## src/rtl/uartx_pkg.sv

```systemverilog
// Shared constants for the UART transceiver with receive echo.
// Holds default parameter values, the reset bit period and the echo control codes.
// No dependencies.
`default_nettype none

package uartx_pkg;

    localparam int BYTE_W                   = 8;
    localparam int PERIOD_W                 = 16;
    localparam int DATA_BITS_DEFAULT        = 8;
    localparam int TICK_COUNT_WIDTH_DEFAULT = 16;

    localparam logic [PERIOD_W-1:0] PERIOD_RESET = 16'd1666;

    localparam logic [BYTE_W-1:0] CODE_ECHO_ON  = 8'h05;
    localparam logic [BYTE_W-1:0] CODE_ECHO_OFF = 8'h06;

endpackage

`default_nettype wire

```

## src/rtl/uart_transceiver_with_echo_top.sv

```systemverilog
// UART 8N1 transceiver with receive echo: timing, transmitter, receiver and echo queue.
// Depends on uartx_pkg for default parameters, the reset bit period and control codes.
// Each accepted input transaction is one tick of the baud timing base. A transaction is
// held in an input register, processed in one pass, and its result leaves from a result
// register, and one transaction is accepted in every cycle while the result side keeps
// up. Bit timing counts transactions, not clock cycles. bit_period resets to 1666 and
// takes its low bits as the tick counter width allows; a period of zero behaves as one.
`default_nettype none

module uart_transceiver_with_echo_top #(
    parameter int DATA_BITS        = uartx_pkg::DATA_BITS_DEFAULT,
    parameter int TICK_COUNT_WIDTH = uartx_pkg::TICK_COUNT_WIDTH_DEFAULT
) (
    input  wire logic                            clk,
    input  wire logic                            rst_n,

    input  wire logic                            cfg_we,
    input  wire logic [uartx_pkg::PERIOD_W-1:0]  cfg_wdata,

    input  wire logic                            in_valid,
    output logic                                 in_ready,
    input  wire logic                            rx_level,
    input  wire logic                            send_valid,
    input  wire logic [uartx_pkg::BYTE_W-1:0]    send_byte,

    output logic                                 out_valid,
    input  wire logic                            out_ready,
    output logic                                 tx_level,
    output logic                                 tx_busy,
    output logic                                 send_accepted,
    output logic                                 rx_valid,
    output logic [uartx_pkg::BYTE_W-1:0]         rx_byte,
    output logic                                 echo_on
);

    import uartx_pkg::*;

    localparam int PW  = (TICK_COUNT_WIDTH < PERIOD_W) ? TICK_COUNT_WIDTH : PERIOD_W;
    localparam int RCW = PW + 1;
    localparam int IW  = $clog2(DATA_BITS + 3);

    localparam logic [IW-1:0] IDX_LAST = IW'(DATA_BITS);
    localparam logic [IW-1:0] IDX_STOP = IW'(DATA_BITS + 1);

    logic [PW-1:0]        bit_period_reg;

    logic                 in_full_reg;
    logic                 in_rx_level_reg;
    logic                 in_send_valid_reg;
    logic [BYTE_W-1:0]    in_send_byte_reg;

    logic                 out_full_reg;
    logic                 tx_level_reg;
    logic                 tx_busy_reg;
    logic                 send_accepted_reg;
    logic                 rx_valid_reg;
    logic [BYTE_W-1:0]    rx_byte_reg;
    logic                 echo_on_reg;

    logic                 echo_flag_reg,    echo_flag_next;
    logic [DATA_BITS-1:0] tx_shift_reg,     tx_shift_next;
    logic [IW-1:0]        tx_bit_index_reg, tx_bit_index_next;
    logic [PW-1:0]        tx_tick_count_reg, tx_tick_count_next;
    logic                 tx_active_reg,    tx_active_next;
    logic                 pend_valid_reg,   pend_valid_next;
    logic [DATA_BITS-1:0] pend_data_reg,    pend_data_next;
    logic [DATA_BITS-1:0] rx_shift_reg,     rx_shift_next;
    logic [IW-1:0]        rx_bit_index_reg, rx_bit_index_next;
    logic [RCW-1:0]       rx_tick_count_reg, rx_tick_count_next;

    logic                 tx_level_next;
    logic                 accepted_next;
    logic                 rx_valid_next;
    logic [BYTE_W-1:0]    rx_byte_next;

    logic                 advance;
    logic [PW-1:0]        period_eff;
    logic [PW+1:0]        period_triple;
    logic [RCW-1:0]       rx_delay;

    assign advance   = in_full_reg && (!out_full_reg || out_ready);
    assign in_ready  = !in_full_reg || advance;
    assign out_valid = out_full_reg;

    assign tx_level      = tx_level_reg;
    assign tx_busy       = tx_busy_reg;
    assign send_accepted = send_accepted_reg;
    assign rx_valid      = rx_valid_reg;
    assign rx_byte       = rx_byte_reg;
    assign echo_on       = echo_on_reg;

    assign period_eff    = (bit_period_reg == '0) ? PW'(1) : bit_period_reg;
    assign period_triple = {2'b00, period_eff} + {1'b0, period_eff, 1'b0};
    assign rx_delay      = period_triple[PW+1:1];

    always_comb
    begin
        logic [PW-1:0]        tx_cnt_inc;
        logic [IW-1:0]        tx_idx_inc;
        logic [IW-1:0]        tx_sel;
        logic [DATA_BITS-1:0] tx_shifted;
        logic [DATA_BITS-1:0] rx_assembled;

        echo_flag_next     = echo_flag_reg;
        tx_shift_next      = tx_shift_reg;
        tx_bit_index_next  = tx_bit_index_reg;
        tx_tick_count_next = tx_tick_count_reg;
        tx_active_next     = tx_active_reg;
        pend_valid_next    = pend_valid_reg;
        pend_data_next     = pend_data_reg;
        rx_shift_next      = rx_shift_reg;
        rx_bit_index_next  = rx_bit_index_reg;
        rx_tick_count_next = rx_tick_count_reg;
        tx_level_next      = 1'b1;
        accepted_next      = 1'b0;
        rx_valid_next      = 1'b0;
        rx_byte_next       = '0;

        rx_assembled = {in_rx_level_reg, rx_shift_reg[DATA_BITS-1:1]};

        if (rx_bit_index_reg == '0)
        begin
            if (!in_rx_level_reg)
            begin
                rx_tick_count_next = rx_delay;
                rx_shift_next      = '0;
                rx_bit_index_next  = IW'(1);
            end
        end
        else if (rx_tick_count_reg > RCW'(1))
        begin
            rx_tick_count_next = rx_tick_count_reg - RCW'(1);
        end
        else if (rx_bit_index_reg > IDX_LAST)
        begin
            rx_tick_count_next = '0;
            rx_bit_index_next  = '0;
        end
        else
        begin
            rx_shift_next      = rx_assembled;
            rx_tick_count_next = RCW'(period_eff);
            rx_bit_index_next  = rx_bit_index_reg + IW'(1);
            if (rx_bit_index_reg == IDX_LAST)
            begin
                rx_valid_next = 1'b1;
                rx_byte_next  = BYTE_W'(rx_assembled);
                if (echo_flag_reg)
                begin
                    pend_valid_next = 1'b1;
                    pend_data_next  = rx_assembled;
                end
                if (BYTE_W'(rx_assembled) == CODE_ECHO_ON)
                begin
                    echo_flag_next = 1'b1;
                end
                if (BYTE_W'(rx_assembled) == CODE_ECHO_OFF)
                begin
                    echo_flag_next = 1'b0;
                end
            end
        end

        if (!tx_active_reg)
        begin
            if (pend_valid_next)
            begin
                tx_shift_next      = pend_data_next;
                pend_valid_next    = 1'b0;
                pend_data_next     = '0;
                tx_active_next     = 1'b1;
                tx_bit_index_next  = '0;
                tx_tick_count_next = '0;
            end
            else if (in_send_valid_reg)
            begin
                tx_shift_next      = in_send_byte_reg[DATA_BITS-1:0];
                tx_active_next     = 1'b1;
                accepted_next      = 1'b1;
                tx_bit_index_next  = '0;
                tx_tick_count_next = '0;
            end
        end

        tx_sel     = tx_bit_index_next - IW'(1);
        tx_shifted = tx_shift_next >> tx_sel;
        tx_cnt_inc = tx_tick_count_next + PW'(1);
        tx_idx_inc = tx_bit_index_next + IW'(1);

        if (tx_active_next)
        begin
            if (tx_bit_index_next == '0)
            begin
                tx_level_next = 1'b0;
            end
            else if (tx_bit_index_next <= IDX_LAST)
            begin
                tx_level_next = tx_shifted[0];
            end
            else
            begin
                tx_level_next = 1'b1;
            end

            if (tx_cnt_inc >= period_eff)
            begin
                tx_tick_count_next = '0;
                if (tx_idx_inc > IDX_STOP)
                begin
                    tx_bit_index_next = '0;
                    tx_active_next    = 1'b0;
                end
                else
                begin
                    tx_bit_index_next = tx_idx_inc;
                end
            end
            else
            begin
                tx_tick_count_next = tx_cnt_inc;
            end
        end
    end

    always_ff @(posedge clk or negedge rst_n)
    begin
        if (!rst_n)
        begin
            bit_period_reg <= PERIOD_RESET[PW-1:0];
        end
        else if (cfg_we)
        begin
            bit_period_reg <= cfg_wdata[PW-1:0];
        end
    end

    always_ff @(posedge clk or negedge rst_n)
    begin
        if (!rst_n)
        begin
            in_full_reg <= 1'b0;
        end
        else if (in_ready)
        begin
            in_full_reg <= in_valid;
        end
    end

    always_ff @(posedge clk)
    begin
        if (in_valid && in_ready)
        begin
            in_rx_level_reg   <= rx_level;
            in_send_valid_reg <= send_valid;
            in_send_byte_reg  <= send_byte;
        end
    end

    always_ff @(posedge clk or negedge rst_n)
    begin
        if (!rst_n)
        begin
            out_full_reg      <= 1'b0;
            echo_flag_reg     <= 1'b0;
            tx_shift_reg      <= '0;
            tx_bit_index_reg  <= '0;
            tx_tick_count_reg <= '0;
            tx_active_reg     <= 1'b0;
            pend_valid_reg    <= 1'b0;
            pend_data_reg     <= '0;
            rx_shift_reg      <= '0;
            rx_bit_index_reg  <= '0;
            rx_tick_count_reg <= '0;
        end
        else
        begin
            if (advance)
            begin
                out_full_reg      <= 1'b1;
                echo_flag_reg     <= echo_flag_next;
                tx_shift_reg      <= tx_shift_next;
                tx_bit_index_reg  <= tx_bit_index_next;
                tx_tick_count_reg <= tx_tick_count_next;
                tx_active_reg     <= tx_active_next;
                pend_valid_reg    <= pend_valid_next;
                pend_data_reg     <= pend_data_next;
                rx_shift_reg      <= rx_shift_next;
                rx_bit_index_reg  <= rx_bit_index_next;
                rx_tick_count_reg <= rx_tick_count_next;
            end
            else if (out_ready)
            begin
                out_full_reg <= 1'b0;
            end
        end
    end

    always_ff @(posedge clk)
    begin
        if (advance)
        begin
            tx_level_reg      <= tx_level_next;
            tx_busy_reg       <= tx_active_next || pend_valid_next;
            send_accepted_reg <= accepted_next;
            rx_valid_reg      <= rx_valid_next;
            rx_byte_reg       <= rx_byte_next;
            echo_on_reg       <= echo_flag_next;
        end
    end

`ifndef ASSERT_OFF
    assert property (@(posedge clk) disable iff (!rst_n)
        rx_bit_index_reg <= IDX_STOP)
        else $error("receiver bit index out of range");

    assert property (@(posedge clk) disable iff (!rst_n)
        $fell(tx_active_reg) |-> $past(tx_bit_index_reg) == IDX_STOP)
        else $error("transmitter stopped before the stop bit");

    assert property (@(posedge clk) disable iff (!rst_n)
        (in_full_reg && !advance) |=> in_full_reg && $stable(in_send_byte_reg)
            && $stable(in_send_valid_reg) && $stable(in_rx_level_reg))
        else $error("stalled input transaction lost or changed");

    assert property (@(posedge clk) disable iff (!rst_n)
        (advance && !tx_active_reg && pend_valid_reg) |=> !send_accepted_reg)
        else $error("host request taken while an echo was pending");
`endif

endmodule

`default_nettype wire
```

## config.mk

```make
export PLATFORM = sky130hd
export DESIGN_NAME = uart_transceiver_with_echo_top
export DESIGN_NICKNAME = d
export VERILOG_FILES = /design/src/rtl/uartx_pkg.sv /design/src/rtl/uart_transceiver_with_echo_top.sv
export SDC_FILE = /design/constraint.sdc
export NUM_CORES = 1
export LEC_CHECK = 0
export BUFFER_PORTS_ARGS = -buffer_cell sky130_fd_sc_hd__buf_2
export CAP_MARGIN = 40
export CORE_MARGIN = 2
export CORE_UTILIZATION = 35
export CTS_CLUSTER_DIAMETER = 60
export DETAILED_ROUTE_END_ITERATION = 8
export PLACE_DENSITY = 0.56
export SLEW_MARGIN = 40
export SYNTH_ARGS = -nofsm -noshare
export SYNTH_HDL_FRONTEND = slang
export SYNTH_SLANG_ARGS = --single-unit
```

## constraint.sdc

```tcl
create_clock -name clk -period 5.1 [get_ports clk]
set_input_delay 0 -clock clk [delete_from_list [all_inputs] [get_ports clk]]
set_output_delay 0 -clock clk [all_outputs]
set_load 0.01 [all_outputs]
```

; Yosys cells after proc, flatten, opt, wreduce, memory -nomap -nowiden
; Index checks and enable logic that the tools add are counted.
[word_totals]
wordCells = 115
ff_bits = 109
output_inout_bits = 15
in_bits = 31
[classes]
mux = 57
shift = 1
n_lt_le_gt_ge = 5
add_sub_neg = 6
n_eq_ne = 6
n_reduce_logical = 17
bitwise = 1
[ops]
columns = operator, count
row1 = 16-bit two-way mux, 7
row2 = 8-bit two-way mux, 14
row3 = 17-bit two-way mux, 3
row4 = 4-bit two-way mux, 10
row5 = 1-bit two-way mux, 23
row6 = 16-bit by 17-bit adder with 18-bit output, 1
row7 = "17-bit by 1-bit greater-than comparator with 1-bit output, second input constant", 1
row8 = "17-bit by 1-bit subtractor with 17-bit output, second input constant", 1
row9 = "16-bit by 1-bit adder with 16-bit output, second input constant", 1
row10 = "8-bit by 3-bit equality test with 1-bit output, second input constant", 2
row11 = 16-bit greater-or-equal comparator, 1
row12 = 16-bit logical NOT, 1
row13 = "4-bit by 1-bit adder with 4-bit output, second input constant", 2
row14 = "4-bit greater-than comparator, second input constant", 2
row15 = 4-bit logical NOT, 2
row16 = 8-bit by 4-bit right shift with 1-bit output, 1
row17 = "2-bit != test, second input constant", 3
row18 = "4-bit equality test, second input constant", 1
row19 = "4-bit <= comparator, second input constant", 1
row20 = 4-bit AND reduction, 1
row21 = 4-bit OR reduction, 1
row22 = "4-bit by 1-bit subtractor with 4-bit output, second input constant", 1
row23 = 1-bit logical OR, 3
row24 = 3-bit AND reduction, 1
row25 = other kinds (7), 9

; Depth between registers and ports, before layout
[depth]
word_depth = 13
depth_mapped = 23
mapped_depth_nobuf = 20

; Worst setup path before layout
; No wires, ideal clock.
[synth_timing]
kind = register to register
from = register rx_tick_count_reg[0]
to = register tx_bit_index_reg[0]
t_required_ps = 4978
period_less_slack_ps = 4632
setup_slack_ps = 468
path_stages_with_launch = 23
t_arrival_ps = 4511
path_buffers = 3
setup_time_ps = 122
cell_sequence = dfrtp_1 > ha_1 > o21bai_1 > and4b_2 > a21oi_2 > buf_6 > and2_1 > ha_1 > and3_1 > nand4_1 > or3_1 > xor2_1 > nor2_1 > ha_1 > nand4_1 > nor2_1 > a21oi_1 > o211ai_1 > a31o_2 > buf_1 > clkbuf_1 > nand2_1 > a32o_1
[synth_between]
elab_chain_len = 10
word_cells_on_any_way = 16
cone_classes = add/sub (2) / order compare (3) / mux (11)
[synth_lines]
columns = item, line
row1 = "start, declared", uart_transceiver_with_echo_top.sv:69  ; logic [RCW-1:0] rx_tick_count_reg, rx_tick_count_next;
row2 = "start signal, assigned", uart_transceiver_with_echo_top.sv:289  ; rx_tick_count_reg <= rx_tick_count_next;
row3 = 17-bit by 1-bit greater-than comparator with 1-bit output *, uart_transceiver_with_echo_top.sv:130  ; else if (rx_tick_count_reg > RCW'(1))
row4 = 1-bit two-way mux *, uart_transceiver_with_echo_top.sv:130
row5 = 1-bit two-way mux *, uart_transceiver_with_echo_top.sv:121  ; if (rx_bit_index_reg == '0)
row6 = "parallel branches: the longest is 6 deep, another holds 16-bit by 1-bit adder with 16-bit output", n/a
row7 = 4-bit two-way mux *, uart_transceiver_with_echo_top.sv:190  ; if (tx_active_next)
row8 = "end signal, assigned", uart_transceiver_with_echo_top.sv:282  ; tx_bit_index_reg <= tx_bit_index_next;
row9 = "end, declared", uart_transceiver_with_echo_top.sv:62  ; logic [IW-1:0] tx_bit_index_reg, tx_bit_index_next;
; Every way passes the cells marked *.
; A chain may end at the register's enable or synchronous reset.

; Worst setup path after layout
[layout_timing]
from = register rx_tick_count_reg[1]
to = register tx_tick_count_reg[7]
[layout_between]
elab_chain_len = 9
word_cells_on_any_way = 11
cone_classes = add/sub (1) / order compare (2) / mux (8)
[layout_lines]
columns = item, line
row1 = 17-bit by 1-bit greater-than comparator with 1-bit output *, uart_transceiver_with_echo_top.sv:130
row2 = 1-bit two-way mux *, uart_transceiver_with_echo_top.sv:130
row3 = 1-bit two-way mux *, uart_transceiver_with_echo_top.sv:121
row4 = 16-bit two-way mux, uart_transceiver_with_echo_top.sv:166  ; if (pend_valid_next)
row5 = 16-bit two-way mux, uart_transceiver_with_echo_top.sv:164  ; if (!tx_active_reg)
row6 = 16-bit by 1-bit adder with 16-bit output, uart_transceiver_with_echo_top.sv:187  ; tx_cnt_inc = tx_tick_count_next + PW'(1);
row7 = 16-bit greater-or-equal comparator, uart_transceiver_with_echo_top.sv:205  ; if (tx_cnt_inc >= period_eff)
row8 = 16-bit two-way mux, uart_transceiver_with_echo_top.sv:205
row9 = 16-bit two-way mux *, uart_transceiver_with_echo_top.sv:190
row10 = "end signal, assigned", uart_transceiver_with_echo_top.sv:283  ; tx_tick_count_reg <= tx_tick_count_next;
row11 = "end, declared", uart_transceiver_with_echo_top.sv:63  ; logic [PW-1:0] tx_tick_count_reg, tx_tick_count_next;
; Mark *: on every way between the ends. The rest lies on a longest branch, timed or not.

==> results.md <==
* Fraction of layout cells with a size suffix above 1 at 0.113
* Clock share of power at 0.239
* Part of the power in registers at 0.416
* Diode count at 0
* Synth Instances at 788
* Number of I/O pins at 46
* Yosys reg bits at 108
* Reg2reg path depth at 20
* Post-detailed-route via-to-cell ratio at 5.30
* Final Hold Vio Count at 0
* Nets at 930
* H-tree depth at 3
* Final Total Pwr at 2890 µW
* FF-to-FF setup slack at 0.47 ns
* Relative slew margins at 0.462
* Async SR Flop Fraction at 0.787
* F_max at 0.216 GHz
* Port Buffers at 45
* Final Core Density at 0.415
* CTS Buffer Depth at 2
* Initial Util at 0.358
* PD cells at 355 mW/mm²
* WL met1 at 8790 µm
* Die H at 146 µm
* Final worst-path setup slack at 0.469 ns
* Reg-to-Reg Start: rx_tick_count_reg[1]
* Antenna-violating nets left at 0
* Leading area contributor after synthesis: dfrtp_1
* Gate power share at 0.345
* Period utilisation layout at 0.908
* Max Slew Vio Count at 0
* Share of the synthesized area in the top cell type at 0.289
* Setup TNS at 0 ns
* Worst hold stages at 3
* Commonest cells post-synth: nand2_1 (115), dfrtp_1 (81), o21ai_0 (72)
* CTS root buf: clkbuf_16
* Least-Margin Pin Slew at 0.802 ns
* Yosys warns at 0
* Initial antenna violation count at 0
* Skew final at 0.0115 ns
* Worst vdd ir at 0.163 mV
* Core area at 0.0196 mm²
* RSZ-0062 raised after global routing: no
* Critical Path AT at 4.93 ns
* Number of synthesized flops with an enable pin at 23
* GRT overflow at 0
* Leak at 0.00361 µW
* Net Sw Frac at 0.378
* Most frequent cell after synthesis: nand2_1
* # rows at 51
* Met2 Wirelength at 8380 µm
* P&R area growth vs syn at 15.8%
* Largest register FFs at 17
* Post-CTS Setup Repair Bufs at 0
* Internal Power at 1800 µW
* Post-Syn Area at 0.00702 mm²
* CTS tree: yes
* Data required, critical path at 5.40 ns
* Dpl ws at 0.448 ns
* Status: finished, final reports clean
* Crit-path max FO at 19
* Vias in the first global route at 5731
* Hold endpoint: bit_period_reg[1]
* Top FF cell, synth: dfrtp_1
* DR iter-0 viols at 415
* Hold path startpoint: cfg_we
* CTS sink cnt at 108
* DRC Markers at 0
* Min Hold Slack at 0.0640 ns
* Crit start category: flip-flop
* Clock Latency Late Sink at 0.36 ns
* Vias post-DR at 5945
* Die width at 146 µm
* Uppermost layer routed: met4
* Global-route wire length before repair at 30000 µm
* Synth top area cells: dfrtp_1 (29%), edfxtp_1 (9.8%), ha_1 (8.2%), nand2_1 (6.2%), o21ai_0 (5.1%)
* Syn_area_per_cell at 8.90 µm²
* GRT Total Usage at 0.173
* Die ar. at 0.0212 mm²
* DRT Pass-1 Iters at 5
* Setup crit end kind: flip-flop
* Psw at 1090 µW
* Max cap viols at 0
* Register clock-pin slew on the reported worst setup and hold paths at 0.08 ns
* Final min period at 4.63 ns
* Met3 WL at 635 µm
* Wire per inst at 16.1 µm
* Dpl hpwl at 12800 µm
* Reg-to-Reg End: tx_tick_count_reg[7]
* Register area share after synthesis at 0.402
* Hold crit path type: input port to flip-flop
* Largest net degree at the start of global routing at 63
* Crit Path Class: flip-flop to flip-flop
* Routed WL at 18000 µm
* Syn nets at 866
* TritonCTS buffer count at 9
* Final setup violation count at 0
* Placer Congestion at 0.855
* Cell variety after synth at 70
## critical path, stage by stage (launching register included)
cell	delay, ns
dfrtp_1	0.37
inv_1	0.09
ha_1	0.18
o21bai_1	0.21
and4b_2	0.32
a21oi_2	0.39
and2_1	0.24
ha_1	0.18
and3_1	0.23
nand4_1	0.15
buf_4	0.18
or3_1	0.30
a21oi_1	0.20
ha_1	0.27
nand4_1	0.10
nor2_1	0.06
a21oi_1	0.15
o211ai_1	0.11
a31o_4	0.30
nor2_1	0.34
a22o_1	0.19
## metrics by stage
stage	area, µm²	instances
2_1_floorplan	7020	788
3_3_place_gp	7530	1076
3_5_place_dp	7540	1076
4_1_cts	8120	1122
5_1_grt	8130	1122
6_report	8130	1122
## power groups by stage
stage | clock (µW) | sequential, µW | combinational, µW
floorplan | 0 | 1160 | 746
global placement | 0 | 1210 | 973
detailed placement | 0 | 1220 | 980
CTS | 708 | 1200 | 1000
global route | 741 | 1230 | 1130
finish | 692 | 1200 | 996
## routing by layer
layer | global-route usage | vias up
li1 | - | 2971
met1 | 0.247 | 2861
met2 | 0.277 | 100
met3 | 0.0238 | 13
met4 | 0.0446 | 0
met5 | 0 | -
## cell usage in the layout (no fill, tap or decap), types with 5 or more instances in the layout
| cell type | instances |
|---|---|
| nand2_1 | 115 |
| a31oi_1 | 9 |
| nand2b_1 | 12 |
| nor2_1 | 48 |
| and2_1 | 18 |
| o221ai_1 | 7 |
| dfrtp_1 | 81 |
| buf_4 | 15 |
| o31ai_1 | 11 |
| clkbuf_16 | 9 |
| nand4_1 | 9 |
| inv_1 | 41 |
| xor2_1 | 16 |
| a21oi_1 | 33 |
| o21ai_0 | 72 |
| o22ai_1 | 12 |
| a22oi_1 | 5 |
| a22o_1 | 23 |
| buf_2 | 44 |
| and3_1 | 9 |
| nand3_1 | 17 |
| nor3_1 | 19 |
| edfxtp_1 | 23 |
| dlygate4sd3_1 | 30 |
| ha_1 | 46 |
| xnor2_1 | 24 |
| a21o_1 | 13 |
| nor4_1 | 9 |
## cell families after synthesis
logic type / synth area share
buffers and inverters: 0.0444
flip-flops: 0.402
AND/OR/NAND/NOR: 0.196
AO/OA/AOI/OAI: 0.212
XOR/XNOR: 0.0499
multiplexers: 0.0105
adder cells (fa/ha/maj): 0.0849
## cell type report
type	count	area (µm²)
Multi-Input combinational cell	601	3890
Clock inverter	6	46.3
Tap cell	265	332
Inverter	42	158
Fill cell	2001	11500
Timing Repair Buffer	90	644
Sequential cell	108	2820
Clock buffer	10	229
## what timing repair did
item	4_1_cts	5_1_grt
hold buffers	30	0
endpoints found under the hold margin	51	0
endpoints found under the setup margin	0	4
gates resized for setup	0	1
## how the worst max path moves through the flow
| stage | from | end | slack, ns | cells after the start |
|---|---|---|---|---|
| floorplan | rx_tick_count_reg[0] | tx_bit_index_reg[0] | 0.47 | 22 |
| global placement | rx_tick_count_reg[1] | tx_tick_count_reg[7] | 0.57 | 19 |
| detailed placement | rx_tick_count_reg[1] | tx_bit_index_reg[3] | 0.45 | 20 |
| CTS | rx_tick_count_reg[1] | tx_bit_index_reg[0] | 0.44 | 20 |
| global route | rx_tick_count_reg[1] | tx_bit_index_reg[1] | 0.06 | 20 |
| finish | rx_tick_count_reg[1] | tx_tick_count_reg[7] | 0.47 | 20 |
No activity file was read; power rests on OpenSTA's default activity.
